===== config.mk =====
export PLATFORM = sky130hd
export DESIGN_NAME = fm_wavetable_sound_voice_core
export DESIGN_NICKNAME = d
export VERILOG_FILES = /design/src/rtl/fmwv_pkg.sv /design/src/rtl/fm_wavetable_sound_voice_core.sv /design/src/rtl/fmwv_ram.sv /design/src/rtl/fmwv_env.sv
export VERILOG_INCLUDE_DIRS = /design/src /design/src/rtl
export SDC_FILE = /design/constraint.sdc
export NUM_CORES = 2
export LEC_CHECK = 0
export BUFFER_PORTS_ARGS = -buffer_cell sky130_fd_sc_hd__buf_2
export CAP_MARGIN = 20
export CORE_MARGIN = 2
export CORE_UTILIZATION = 45
export CTS_CLUSTER_SIZE = 16
export DETAILED_ROUTE_END_ITERATION = 6
export PLACE_DENSITY = 0.6
export SYNTH_ARGS = -nofsm -noshare
export SYNTH_HDL_FRONTEND = slang
export SYNTH_HIERARCHICAL = 1
export SYNTH_SLANG_ARGS = --single-unit

===== constraint.sdc =====
create_clock -name clk -period 20 [get_ports clk]
set_input_delay 3 -clock clk [delete_from_list [all_inputs] [get_ports clk]]
set_output_delay 3 -clock clk [all_outputs]
set_load 0.01 [all_outputs]

===== src/rtl/fm_wavetable_sound_voice_core_defines.svh =====
// Assertion macros for the wavetable voice core.
// Used by files that carry concurrent checks; expects clk and arst_n in scope.
`ifndef FM_WAVETABLE_SOUND_VOICE_CORE_DEFINES_SVH
`define FM_WAVETABLE_SOUND_VOICE_CORE_DEFINES_SVH

// same-cycle implication
`define FMWV_ASSERT_IMP(lbl, ante, cons, msg) \
	lbl: assert property (@(posedge clk) disable iff (!arst_n) (ante) |-> (cons)) \
		else $error(msg);

// next-cycle implication
`define FMWV_ASSERT_NXT(lbl, ante, cons, msg) \
	lbl: assert property (@(posedge clk) disable iff (!arst_n) (ante) |=> (cons)) \
		else $error(msg);

`endif


===== src/rtl/fmwv_pkg.sv =====
// Shared types and constants for the wavetable voice core.
// No dependencies.
`timescale 1ns / 1ps
`default_nettype none
package fmwv_pkg;

	localparam int WAVE_ENTRIES = 64;
	localparam int WAVE_AW = $clog2(WAVE_ENTRIES);

	localparam logic [19:0] PHASE_STEP_RST = 20'd55930;
	localparam logic [19:0] ENV_STEP_RST = 20'd27962;
	localparam logic [20:0] ENV_PERIOD_RST = 21'(8'hE8) << 12;

	localparam logic CFG_PHASE_STEP = 1'b0;
	localparam logic CFG_ENV_STEP = 1'b1;

	localparam logic [6:0] ADDR_CAR_ENV = 7'd64;
	localparam logic [6:0] ADDR_CAR_LO = 7'd66;
	localparam logic [6:0] ADDR_CAR_HI = 7'd67;
	localparam logic [6:0] ADDR_MOD_ENV = 7'd68;
	localparam logic [6:0] ADDR_MOD_BIAS = 7'd69;
	localparam logic [6:0] ADDR_MOD_LO = 7'd70;
	localparam logic [6:0] ADDR_MOD_HI = 7'd71;
	localparam logic [6:0] ADDR_MOD_APP = 7'd72;
	localparam logic [6:0] ADDR_MASTER = 7'd73;
	localparam logic [6:0] ADDR_PERIOD = 7'd74;

	localparam logic [2:0] APP_RESET_CODE = 3'd4;

	typedef struct packed {
		logic wr_env;
		logic sel;
		logic wr_period;
		logic add;
		logic iterate;
		logic [7:0] data;
	} env_ctl_t;

	typedef struct packed {
		logic [5:0] vol0;
		logic [5:0] vol1;
		logic pend;
		logic period_nz;
	} env_stat_t;

	function automatic logic [7:0] step_delta(input logic [2:0] code);
		logic [7:0] d;
		case (code)
			3'd1: d = 8'd2;
			3'd2: d = 8'd4;
			3'd3: d = 8'd8;
			3'd5: d = 8'd248;
			3'd6: d = 8'd252;
			3'd7: d = 8'd254;
			default: d = 8'd0;
		endcase
		return d;
	endfunction

	function automatic logic [4:0] level_scale(input logic [1:0] lvl);
		logic [4:0] s;
		case (lvl)
			2'd0: s = 5'd30;
			2'd1: s = 5'd20;
			2'd2: s = 5'd15;
			default: s = 5'd12;
		endcase
		return s;
	endfunction

endpackage
`default_nettype wire


===== src/rtl/fm_wavetable_sound_voice_core.sv =====
// Sequence: a write completes in ST_IDLE (a modulator table append also passes ST_APP);
// a sample tick runs ST_ENV, ST_LOOP once per envelope step when the envelope runs, then
// ST_RD, ST_M1, ST_M2, ST_M3 and ST_FIN, which loads the result once the output is free.
// One transfer is in flight; the next is taken in the cycle after the result is loaded.
// Reset: asynchronous, active low; wave memories read their reset contents through
// per-entry valid flags, so no clearing pass is needed.
`timescale 1ns / 1ps
`default_nettype none
`include "fm_wavetable_sound_voice_core_defines.svh"
module fm_wavetable_sound_voice_core (
	input wire logic clk,
	input wire logic arst_n,
	input wire logic cfg_we,
	input wire logic cfg_index,
	input wire logic [19:0] cfg_wdata,
	input wire logic in_valid,
	output logic in_stall,
	input wire logic req_type,
	input wire logic [6:0] address_offset,
	input wire logic [7:0] write_data,
	output logic out_valid,
	input wire logic out_stall,
	output logic signed [13:0] sample
);
	localparam int AW = fmwv_pkg::WAVE_AW;

	typedef enum logic [8:0] {
		ST_IDLE = 9'b000000001,
		ST_APP  = 9'b000000010,
		ST_ENV  = 9'b000000100,
		ST_LOOP = 9'b000001000,
		ST_RD   = 9'b000010000,
		ST_M1   = 9'b000100000,
		ST_M2   = 9'b001000000,
		ST_M3   = 9'b010000000,
		ST_FIN  = 9'b100000000
	} state_t;

	state_t state_q;
	logic [19:0] phase_step_q, env_step_q;
	logic [31:0] car_phase_q, mod_phase_q;
	logic [11:0] car_pitch_q, mod_pitch_q;
	logic [7:0] mod_bias_q, base_q, delta_q;
	logic [AW-1:0] ptr_q;
	logic halt_car_q, halt_mod_q, halt_env_q, mute_q;
	logic [1:0] level_q;
	logic [fmwv_pkg::WAVE_ENTRIES-1:0] car_vld_q, mod_vld_q;
	logic out_valid_q;
	logic signed [13:0] sample_q;

	logic car_vld_s1, car_hi_s1, mod_vld_s1;
	logic [11:0] m_s1;
	logic signed [10:0] acc_s1;
	logic [31:0] mod_inc_s1;
	logic [13:0] cpm_s2;
	logic signed [15:0] scaled_s2;
	logic [31:0] car_inc_s3;
	logic [12:0] q_s3;
	logic neg_s3;

	logic accept, wr_req, load_out;
	fmwv_pkg::env_ctl_t env_ctl;
	fmwv_pkg::env_stat_t env_stat;

	logic car_we, mod_we;
	logic [AW-1:0] car_waddr, mod_waddr, car_raddr, mod_raddr;
	logic [5:0] car_wdata, car_rdata;
	logic [7:0] mod_wdata, mod_rdata;
	logic [7:0] base_start, base_one, base_two, app_delta;

	logic [7:0] mod_out, mod_sum;
	logic signed [5:0] car_out;
	logic signed [8:0] off;
	logic signed [15:0] vprod;
	logic [5:0] vol0c;
	logic signed [12:0] aprod;
	logic [13:0] inc_opnd;
	logic [33:0] inc_prod;
	logic [23:0] cpm_full;
	logic signed [21:0] sc_full;
	logic [14:0] mag;
	logic [31:0] q_full;
	logic signed [13:0] qs;
	logic signed [14:0] triple;

	assign accept = in_valid && !in_stall;
	assign wr_req = accept && !req_type;
	assign in_stall = state_q != ST_IDLE;
	assign load_out = state_q == ST_FIN && (!out_valid_q || !out_stall);

	// modulator table append
	assign base_start = (write_data[2:0] == fmwv_pkg::APP_RESET_CODE) ? 8'd0 : base_q;
	assign app_delta = fmwv_pkg::step_delta(write_data[2:0]);
	assign base_one = base_start + app_delta;
	assign base_two = base_q + delta_q;

	assign car_we = wr_req && address_offset < 7'(fmwv_pkg::WAVE_ENTRIES);
	assign car_waddr = address_offset[AW-1:0];
	assign car_wdata = {~write_data[5], write_data[4:0]};
	assign car_raddr = car_phase_q[31 -: AW];

	assign mod_we = (wr_req && address_offset == fmwv_pkg::ADDR_MOD_APP && halt_mod_q)
		|| state_q == ST_APP;
	assign mod_waddr = (state_q == ST_APP) ? ptr_q + AW'(1) : ptr_q;
	assign mod_wdata = ((state_q == ST_APP) ? base_two : base_one) + 8'd64;
	assign mod_raddr = mod_phase_q[31 -: AW];

	always_comb begin
		env_ctl = '0;
		env_ctl.data = write_data;
		env_ctl.sel = address_offset[2];
		env_ctl.wr_env = wr_req && (address_offset == fmwv_pkg::ADDR_CAR_ENV
			|| address_offset == fmwv_pkg::ADDR_MOD_ENV);
		env_ctl.wr_period = wr_req && address_offset == fmwv_pkg::ADDR_PERIOD;
		env_ctl.add = state_q == ST_ENV && !halt_env_q;
		env_ctl.iterate = state_q == ST_LOOP && env_stat.pend;
	end

	fmwv_ram #(.WIDTH(6), .DEPTH(fmwv_pkg::WAVE_ENTRIES)) u_car_ram (
		.clk(clk), .we(car_we), .waddr(car_waddr), .wdata(car_wdata),
		.raddr(car_raddr), .rdata(car_rdata)
	);

	fmwv_ram #(.WIDTH(8), .DEPTH(fmwv_pkg::WAVE_ENTRIES)) u_mod_ram (
		.clk(clk), .we(mod_we), .waddr(mod_waddr), .wdata(mod_wdata),
		.raddr(mod_raddr), .rdata(mod_rdata)
	);

	fmwv_env u_env (
		.clk(clk), .arst_n(arst_n), .ctl(env_ctl), .env_step(env_step_q), .stat(env_stat)
	);

	// operator outputs and arithmetic
	always_comb begin
		mod_out = (halt_mod_q || !mod_vld_s1) ? 8'd0 : mod_rdata;
		if (halt_car_q || mute_q) car_out = '0;
		else if (car_vld_s1) car_out = car_rdata;
		else car_out = car_hi_s1 ? 6'sh20 : 6'sh1F;
		mod_sum = mod_out + mod_bias_q;
		off = $signed({1'b0, mod_sum}) - 9'sd64;
		vprod = $signed({1'b0, env_stat.vol1}) * off;
		vol0c = (env_stat.vol0 > 6'd32) ? 6'd32 : env_stat.vol0;
		aprod = car_out * $signed({1'b0, vol0c});
		cpm_full = car_pitch_q * m_s1;
		sc_full = acc_s1 * $signed({1'b0, fmwv_pkg::level_scale(level_q)});
		inc_opnd = halt_mod_q ? {2'b00, car_pitch_q} : cpm_s2;
		inc_prod = inc_opnd * phase_step_q;
		mag = scaled_s2[15] ? 15'(-scaled_s2) : scaled_s2[14:0];
		q_full = {2'b00, mag} * 17'd52429;
		qs = neg_s3 ? -$signed({1'b0, q_s3}) : $signed({1'b0, q_s3});
		triple = 15'(qs) + (15'(qs) <<< 1);
	end

	always_ff @(posedge clk) begin
		if (state_q == ST_RD) begin
			car_vld_s1 <= car_vld_q[car_raddr];
			car_hi_s1 <= car_raddr[AW-1];
			mod_vld_s1 <= mod_vld_q[mod_raddr];
		end
		if (state_q == ST_M1) begin
			m_s1 <= 12'(16'sd1024 + vprod);
			acc_s1 <= aprod[10:0];
			mod_inc_s1 <= 32'(mod_pitch_q * phase_step_q);
		end
		if (state_q == ST_M2) begin
			cpm_s2 <= cpm_full[23:10];
			scaled_s2 <= sc_full[15:0];
		end
		if (state_q == ST_M3) begin
			car_inc_s3 <= inc_prod[31:0];
			q_s3 <= q_full[31:19];
			neg_s3 <= scaled_s2[15];
		end
		if (load_out) begin
			sample_q <= (car_pitch_q != '0) ? triple[14:1] : 14'sd0;
		end
	end

	always_ff @(posedge clk or negedge arst_n) begin
		if (!arst_n) begin
			state_q <= ST_IDLE;
			phase_step_q <= fmwv_pkg::PHASE_STEP_RST;
			env_step_q <= fmwv_pkg::ENV_STEP_RST;
			car_phase_q <= '0;
			mod_phase_q <= '0;
			car_pitch_q <= '0;
			mod_pitch_q <= '0;
			mod_bias_q <= '0;
			base_q <= '0;
			delta_q <= '0;
			ptr_q <= '0;
			halt_car_q <= 1'b0;
			halt_mod_q <= 1'b0;
			halt_env_q <= 1'b1;
			mute_q <= 1'b0;
			level_q <= '0;
			car_vld_q <= '0;
			mod_vld_q <= '0;
			out_valid_q <= 1'b0;
		end else begin
			if (cfg_we) begin
				if (cfg_index == fmwv_pkg::CFG_PHASE_STEP) phase_step_q <= cfg_wdata;
				else env_step_q <= cfg_wdata;
			end
			if (car_we) car_vld_q[car_waddr] <= 1'b1;
			if (mod_we) mod_vld_q[mod_waddr] <= 1'b1;
			if (out_valid_q && !out_stall) out_valid_q <= 1'b0;
			if (load_out) out_valid_q <= 1'b1;

			case (state_q)
				ST_IDLE: begin
					if (accept && req_type) begin
						state_q <= ST_ENV;
					end else if (wr_req) begin
						case (address_offset)
							fmwv_pkg::ADDR_CAR_LO: car_pitch_q[7:0] <= write_data;
							fmwv_pkg::ADDR_CAR_HI: begin
								car_pitch_q[11:8] <= write_data[3:0];
								halt_car_q <= write_data[7];
								halt_env_q <= write_data[6];
								if (write_data[7]) car_phase_q <= '0;
							end
							fmwv_pkg::ADDR_MOD_BIAS: mod_bias_q <= write_data;
							fmwv_pkg::ADDR_MOD_LO: mod_pitch_q[7:0] <= write_data;
							fmwv_pkg::ADDR_MOD_HI: begin
								mod_pitch_q[11:8] <= write_data[3:0];
								halt_mod_q <= write_data[7];
								if (write_data[7]) mod_phase_q <= '0;
							end
							fmwv_pkg::ADDR_MOD_APP: begin
								if (halt_mod_q) begin
									base_q <= base_one;
									delta_q <= app_delta;
									state_q <= ST_APP;
								end
							end
							fmwv_pkg::ADDR_MASTER: begin
								level_q <= write_data[1:0];
								mute_q <= write_data[7];
							end
							default: ;
						endcase
					end
				end
				ST_APP: begin
					base_q <= base_two;
					ptr_q <= ptr_q + AW'(2);
					state_q <= ST_IDLE;
				end
				ST_ENV: begin
					state_q <= (!halt_env_q && env_stat.period_nz) ? ST_LOOP : ST_RD;
				end
				ST_LOOP: begin
					if (!env_stat.pend) state_q <= ST_RD;
				end
				ST_RD: state_q <= ST_M1;
				ST_M1: state_q <= ST_M2;
				ST_M2: state_q <= ST_M3;
				ST_M3: state_q <= ST_FIN;
				ST_FIN: begin
					if (load_out) begin
						mod_phase_q <= mod_phase_q + mod_inc_s1;
						car_phase_q <= car_phase_q + car_inc_s3;
						state_q <= ST_IDLE;
					end
				end
				default: state_q <= ST_IDLE;
			endcase
		end
	end

	assign out_valid = out_valid_q;
	assign sample = sample_q;

	`FMWV_ASSERT_IMP(a_state_onehot, 1'b1, $onehot(state_q), "state not one-hot")
	`FMWV_ASSERT_NXT(a_loop_exit, state_q == ST_LOOP && !env_stat.pend, state_q == ST_RD,
		"envelope loop did not exit")
	`FMWV_ASSERT_NXT(a_out_load, load_out, out_valid_q, "result not presented")
	`FMWV_ASSERT_NXT(a_zero_pitch, load_out && car_pitch_q == '0, sample_q == 14'sd0,
		"nonzero sample with zero pitch")
endmodule
`default_nettype wire


===== src/rtl/fmwv_ram.sv =====
// Generic single-write, single-read synchronous RAM, registered read data.
// No dependencies.
`timescale 1ns / 1ps
`default_nettype none
module fmwv_ram #(
	parameter int WIDTH = 8,
	parameter int DEPTH = 64
) (
	input wire logic clk,
	input wire logic we,
	input wire logic [$clog2(DEPTH)-1:0] waddr,
	input wire logic [WIDTH-1:0] wdata,
	input wire logic [$clog2(DEPTH)-1:0] raddr,
	output logic [WIDTH-1:0] rdata
);
	logic [WIDTH-1:0] mem [DEPTH];

	always_ff @(posedge clk) begin
		if (we) begin
			mem[waddr] <= wdata;
		end
		rdata <= mem[raddr];
	end
endmodule
`default_nettype wire


===== src/rtl/fmwv_env.sv =====
// Envelope generators and their shared fractional accumulator.
// Depends on fmwv_pkg.
`timescale 1ns / 1ps
`default_nettype none
module fmwv_env (
	input wire logic clk,
	input wire logic arst_n,
	input wire fmwv_pkg::env_ctl_t ctl,
	input wire logic [19:0] env_step,
	output fmwv_pkg::env_stat_t stat
);
	logic [5:0] vol_q [2];
	logic [5:0] speed_q [2];
	logic [6:0] cnt_q [2];
	logic [1:0] mode_q [2];
	logic [20:0] accum_q;
	logic [20:0] period_q;

	logic [5:0] vol_n [2];
	logic [6:0] cnt_n [2];
	logic [6:0] cnt_inc;

	always_comb begin
		for (int e = 0; e < 2; e++) begin
			vol_n[e] = vol_q[e];
			cnt_n[e] = cnt_q[e];
			cnt_inc = cnt_q[e] + 7'd1;
			if (!mode_q[e][1] && speed_q[e] != 6'd0) begin
				if (cnt_inc <= {1'b0, speed_q[e]}) begin
					cnt_n[e] = cnt_inc;
				end else begin
					cnt_n[e] = 7'd0;
					if (mode_q[e][0]) begin
						if (vol_q[e] < 6'h1F) vol_n[e] = vol_q[e] + 6'd1;
					end else begin
						if (vol_q[e] != 6'd0) vol_n[e] = vol_q[e] - 6'd1;
					end
				end
			end
		end
	end

	always_ff @(posedge clk or negedge arst_n) begin
		if (!arst_n) begin
			for (int e = 0; e < 2; e++) begin
				vol_q[e] <= '0;
				speed_q[e] <= '0;
				cnt_q[e] <= '0;
				mode_q[e] <= '0;
			end
			accum_q <= '0;
			period_q <= fmwv_pkg::ENV_PERIOD_RST;
		end else begin
			if (ctl.wr_env) begin
				mode_q[ctl.sel] <= ctl.data[7:6];
				if (ctl.data[7]) vol_q[ctl.sel] <= ctl.data[5:0];
				else speed_q[ctl.sel] <= ctl.data[5:0];
			end
			if (ctl.wr_period) begin
				period_q <= {({1'b0, ctl.data} + 9'd1), 12'd0};
			end
			if (ctl.add && period_q != '0) begin
				accum_q <= accum_q + {1'b0, env_step};
			end
			if (ctl.iterate) begin
				accum_q <= accum_q - period_q;
				for (int e = 0; e < 2; e++) begin
					vol_q[e] <= vol_n[e];
					cnt_q[e] <= cnt_n[e];
				end
			end
		end
	end

	assign stat.vol0 = vol_q[0];
	assign stat.vol1 = vol_q[1];
	assign stat.pend = accum_q >= period_q;
	assign stat.period_nz = period_q != '0;
endmodule
`default_nettype wire


==> summary.md <==
| Metric | Value |
|---|---|
| H-tree levels | `4` |
| CTS Hold Bufs | `0` |
| Total Nets Final | `8414` |
| Min Hold Slack | `0.469 ns` |
| DIE HEIGHT | `452 µm` |
| Share of total power in the clock network | `26.5%` |
| Post-Synth XOR/XNOR Area | `2.81%` |
| Die area | `204000 µm²` |
| Post_cts resized | `0` |
| Switching part of the total | `35.5%` |
| Fmax | `133 MHz` |
| Average size of a mapped cell | `12.6 µm²` |
| Final Cycle Share | `37.6%` |
| Static Leak | `39.9 nW` |
| Grt total ovfl | `0` |
| Worst Path Arrival | `8.05 ns` |
| Final instance area | `98700 µm²` |
| Largest net degree at the start of global routing | `90` |
| Clock Sinks | `1426` |
| DP Area | `93200 µm²` |
| Die width | `452 µm` |
| RSZ-0062 raised after global routing | `false` |
| Post-synth ARST share | `25.9%` |
| Synth Warn # | `6` |
| P per Cell Area | `113 nW/µm²` |
| GRT Util Overall | `21.0%` |
| Worst Tran Pin Value | `1.10 ns` |
| Number of synthesized flops with an enable pin | `1043` |
| Crit path launch type | `flop` |
| Worst-path maximum fanout | `20` |
| RD Place Congestion | `0.850` |
| Clk_skew | `0.0575 ns` |
| Worst EP required | `20.53 ns` |
| Post-Syn Area | `90300 µm²` |
| Largest cells by area after synthesis | `edfxtp_1 35%, fa_1 14%, dfrtp_1 9.5%, ha_1 7.7%, mux4_2 6.8%` |
| Critical path class | `flop to flop` |
| Adder-cell share of the synthesized area | `21.8%` |
| Routed Wire Length | `211 mm` |
| Cells after Synth | `7195` |
| Vias/cell | `5.50` |
| Synth Flop Type | `edfxtp_1` |
| Synthesized Nets | `8428` |
| Run status | `finished clean` |
| Count leader, synth | `edfxtp_1` |
| Final Hold Vio Count | `0` |
| Max transition margin | `25.8%` |
| First-pass GRT wire length | `333 mm` |
| Int Power | `7.20 mW` |
| Starting Density | `45.2%` |
| Clk pin slew, worst setup/hold paths | `0.06 ns` |
| DRT Pass-1 Iters | `6` |
| Power share of the sequential group | `32.6%` |
| Drt initial violations | `4123` |
| Combinational Power Share | `40.9%` |
| Share of layout cells above drive strength 1 | `11.8%` |
| Yosys reg bits | `1426` |
| Yosys top cell area share | `34.7%` |
| Clock latency on the worst-skew pair | `0.83 ns` |
| DR vias | `54.8k` |
| TritonCTS clock tree | `done` |
| Cell variety after synth | `114` |
| Worst hold path class | `flop to flop` |
| Port Buffer Count | `57` |
| Post-CTS Setup Repair Bufs | `0` |
| TritonCTS Buffers | `157` |
| WL/cell | `21.2 µm` |
| Synth top cells by count | `1043 x edfxtp_1, 820 x inv_1, 724 x nand2_1` |
| Post-synthesis mux area share | `8.71%` |
| Core box area | `200000 µm²` |
| Top cell type by total area after synthesis | `edfxtp_1` |
| Final setup viols | `0` |
| Seq/Total Area, Yosys | `45.2%` |
| Total power | `11.2 mW` |
| CTS root buf | `clkbuf_16` |
| Setup_tns | `0 ns` |
| Final Max Slew Viols | `0` |
| DP Wirelength | `146 mm` |
| Clock buffer depth | `3` |
| Fill count | `17.4k` |
| DRC viols | `0` |
| Synth Area in Simple Gates | `9.69%` |
| Register-to-Register Path Depth | `22` |
| Switch Pwr | `3.95 mW` |
| Peak VDD IR | `269 µV` |
| Critical Path Sink Type | `flop` |
| Compound-Gate Fraction of Synth Area | `6.84%` |
| Min-Delay Path Depth | `1` |
| Tmin final | `7.53 ns` |
| Initial antenna violation count | `10` |
| Row cnt | `164` |
| Main combinational cell family by area after synthesis | `adder cells` |
| Num ports | `58` |
| Routed Antenna Nets | `0` |
| Syn-to-layout area delta | `9.21%` |
| Number of global-route vias before repair | `57.5k` |
| Max cap viols | `0` |
critical path, stage by stage (launching register included):
cell and delay [ns]:
dfrtp_1 0.95, mux2_2 0.57, and2_1 0.24, fa_1 0.53, inv_1 0.05, fa_1 0.52
inv_1 0.05, fa_1 0.55, fa_1 0.45, fa_1 0.55, inv_1 0.06, fa_1 0.52
inv_1 0.04, ha_1 0.35, a21o_1 0.19, nor3_1 0.18, a21oi_2 0.13, a2111oi_2 0.52
o31ai_1 0.19, nor3_1 0.22, o21bai_1 0.11, a21oi_1 0.18, xnor2_1 0.08
routing by layer:
layer / GRT usage (%) / up-vias / wire (µm)
met5: 0 / - / 0
met4: 6.66 / 0 / 6210
met3: 3.65 / 323 / 12700
met2: 34.3 / 1350 / 101000
met1: 28.7 / 28197 / 91900
li1: - / 24937 / -
path summary, 6_finish.rpt:
kind | from | endpoint | slack [ns]
worst min-delay path | car_vld_q[49] | car_vld_q[49] | 0.47
worst min register to register | car_vld_q[49] | car_vld_q[49] | 0.47
max in group asynchronous | arst_n | mod_vld_q[55] | 14.79
worst max register to register | halt_mod_q | car_inc_s3[30] | 12.47
min in group asynchronous | arst_n | u_env/accum_q[9] | 2.18
worst max-delay path | halt_mod_q | car_inc_s3[30] | 12.47
registers in the layout (all words and copies together), names as in the netlist, 16 cells and up:
| signal | count |
|---|---|
| u_mod_ram/mem | 512 |
| u_car_ram/mem | 384 |
| car_vld_q | 64 |
| mod_vld_q | 64 |
| car_inc_s3 | 32 |
| car_phase_q | 32 |
| mod_inc_s1 | 32 |
| mod_phase_q | 32 |
| u_env/accum_q | 21 |
| env_step_q | 20 |
| phase_step_q | 20 |
| scaled_s2 | 16 |
stage by stage:
step | std cells | util [%] | worst slack [ns]
final | 9969 | 49.4 | 12.47
after global routing | 9965 | 49.4 | 11.87
after CTS | 9959 | 49.4 | 12.40
after detailed placement | 9673 | 46.7 | 12.44
after global placement | 9672 | 46.7 | 12.51
after floorplan | 7195 | - | 11.22
cell type report:
type | count | area [µm²] | area share, %
clock buffers | 197 | 4260 | 4.32
multi-input cells | 4649 | 45100 | 45.8
well taps | 2656 | 3320 | 3.37
inverters | 822 | 3090 | 3.13
repair buffers | 125 | 858 | 0.870
flip-flops and latches | 1426 | 40900 | 41.4
clock inverters | 89 | 1090 | 1.11
diodes | 5 | 12.5 | 0.0127
logic make-up (layout without fill, tap and decap cells):
family,Yosys count,count (layout)
simple gates,1809,1809
flops,1426,1426
fa+ha+maj,1192,1192
buf+inv,1120,1233
compound gates,927,927
mux,432,432
xor+xnor,289,289
other cells,0,5
power groups by stage:
stage                     registers, mW  clock network, mW  logic, mW
final                              3.63               2.96       4.56
after floorplan                    3.63                  0       3.50
after detailed placement           3.69                  0       4.53
after CTS                          3.63               3.03       4.58
after global routing               3.64               3.15       5.22
after global placement             3.69                  0       4.47
placed cells by master (no fill, tap or decap), types with 17 or more instances in the layout:
| cell type | n |
|---|---|
| xnor2_1 | 199 |
| nand3b_1 | 21 |
| nand4_1 | 27 |
| mux4_2 | 271 |
| a21oi_1 | 203 |
| nor3_1 | 52 |
| dfstp_2 | 25 |
| dfrtp_1 | 337 |
| o21bai_1 | 169 |
| nand2_1 | 723 |
| nor2_1 | 323 |
| nand3_1 | 75 |
| ha_1 | 556 |
| a211oi_1 | 24 |
| buf_4 | 65 |
| o21ai_0 | 180 |
| clkinv_1 | 19 |
| nand2b_1 | 63 |
| fa_1 | 635 |
| buf_2 | 54 |
| mux2i_1 | 37 |
| a21o_1 | 85 |
| clkbuf_1 | 26 |
| o211ai_1 | 17 |
| xor2_1 | 88 |
| inv_1 | 819 |
| nor4_1 | 21 |
| a31oi_1 | 24 |
| o21a_1 | 26 |
| clkinv_2 | 27 |
| and2_1 | 324 |
| mux2_2 | 113 |
| edfxtp_1 | 1043 |
| nor2b_1 | 77 |
| clkbuf_16 | 161 |
(Power assumes the default switching activity.)
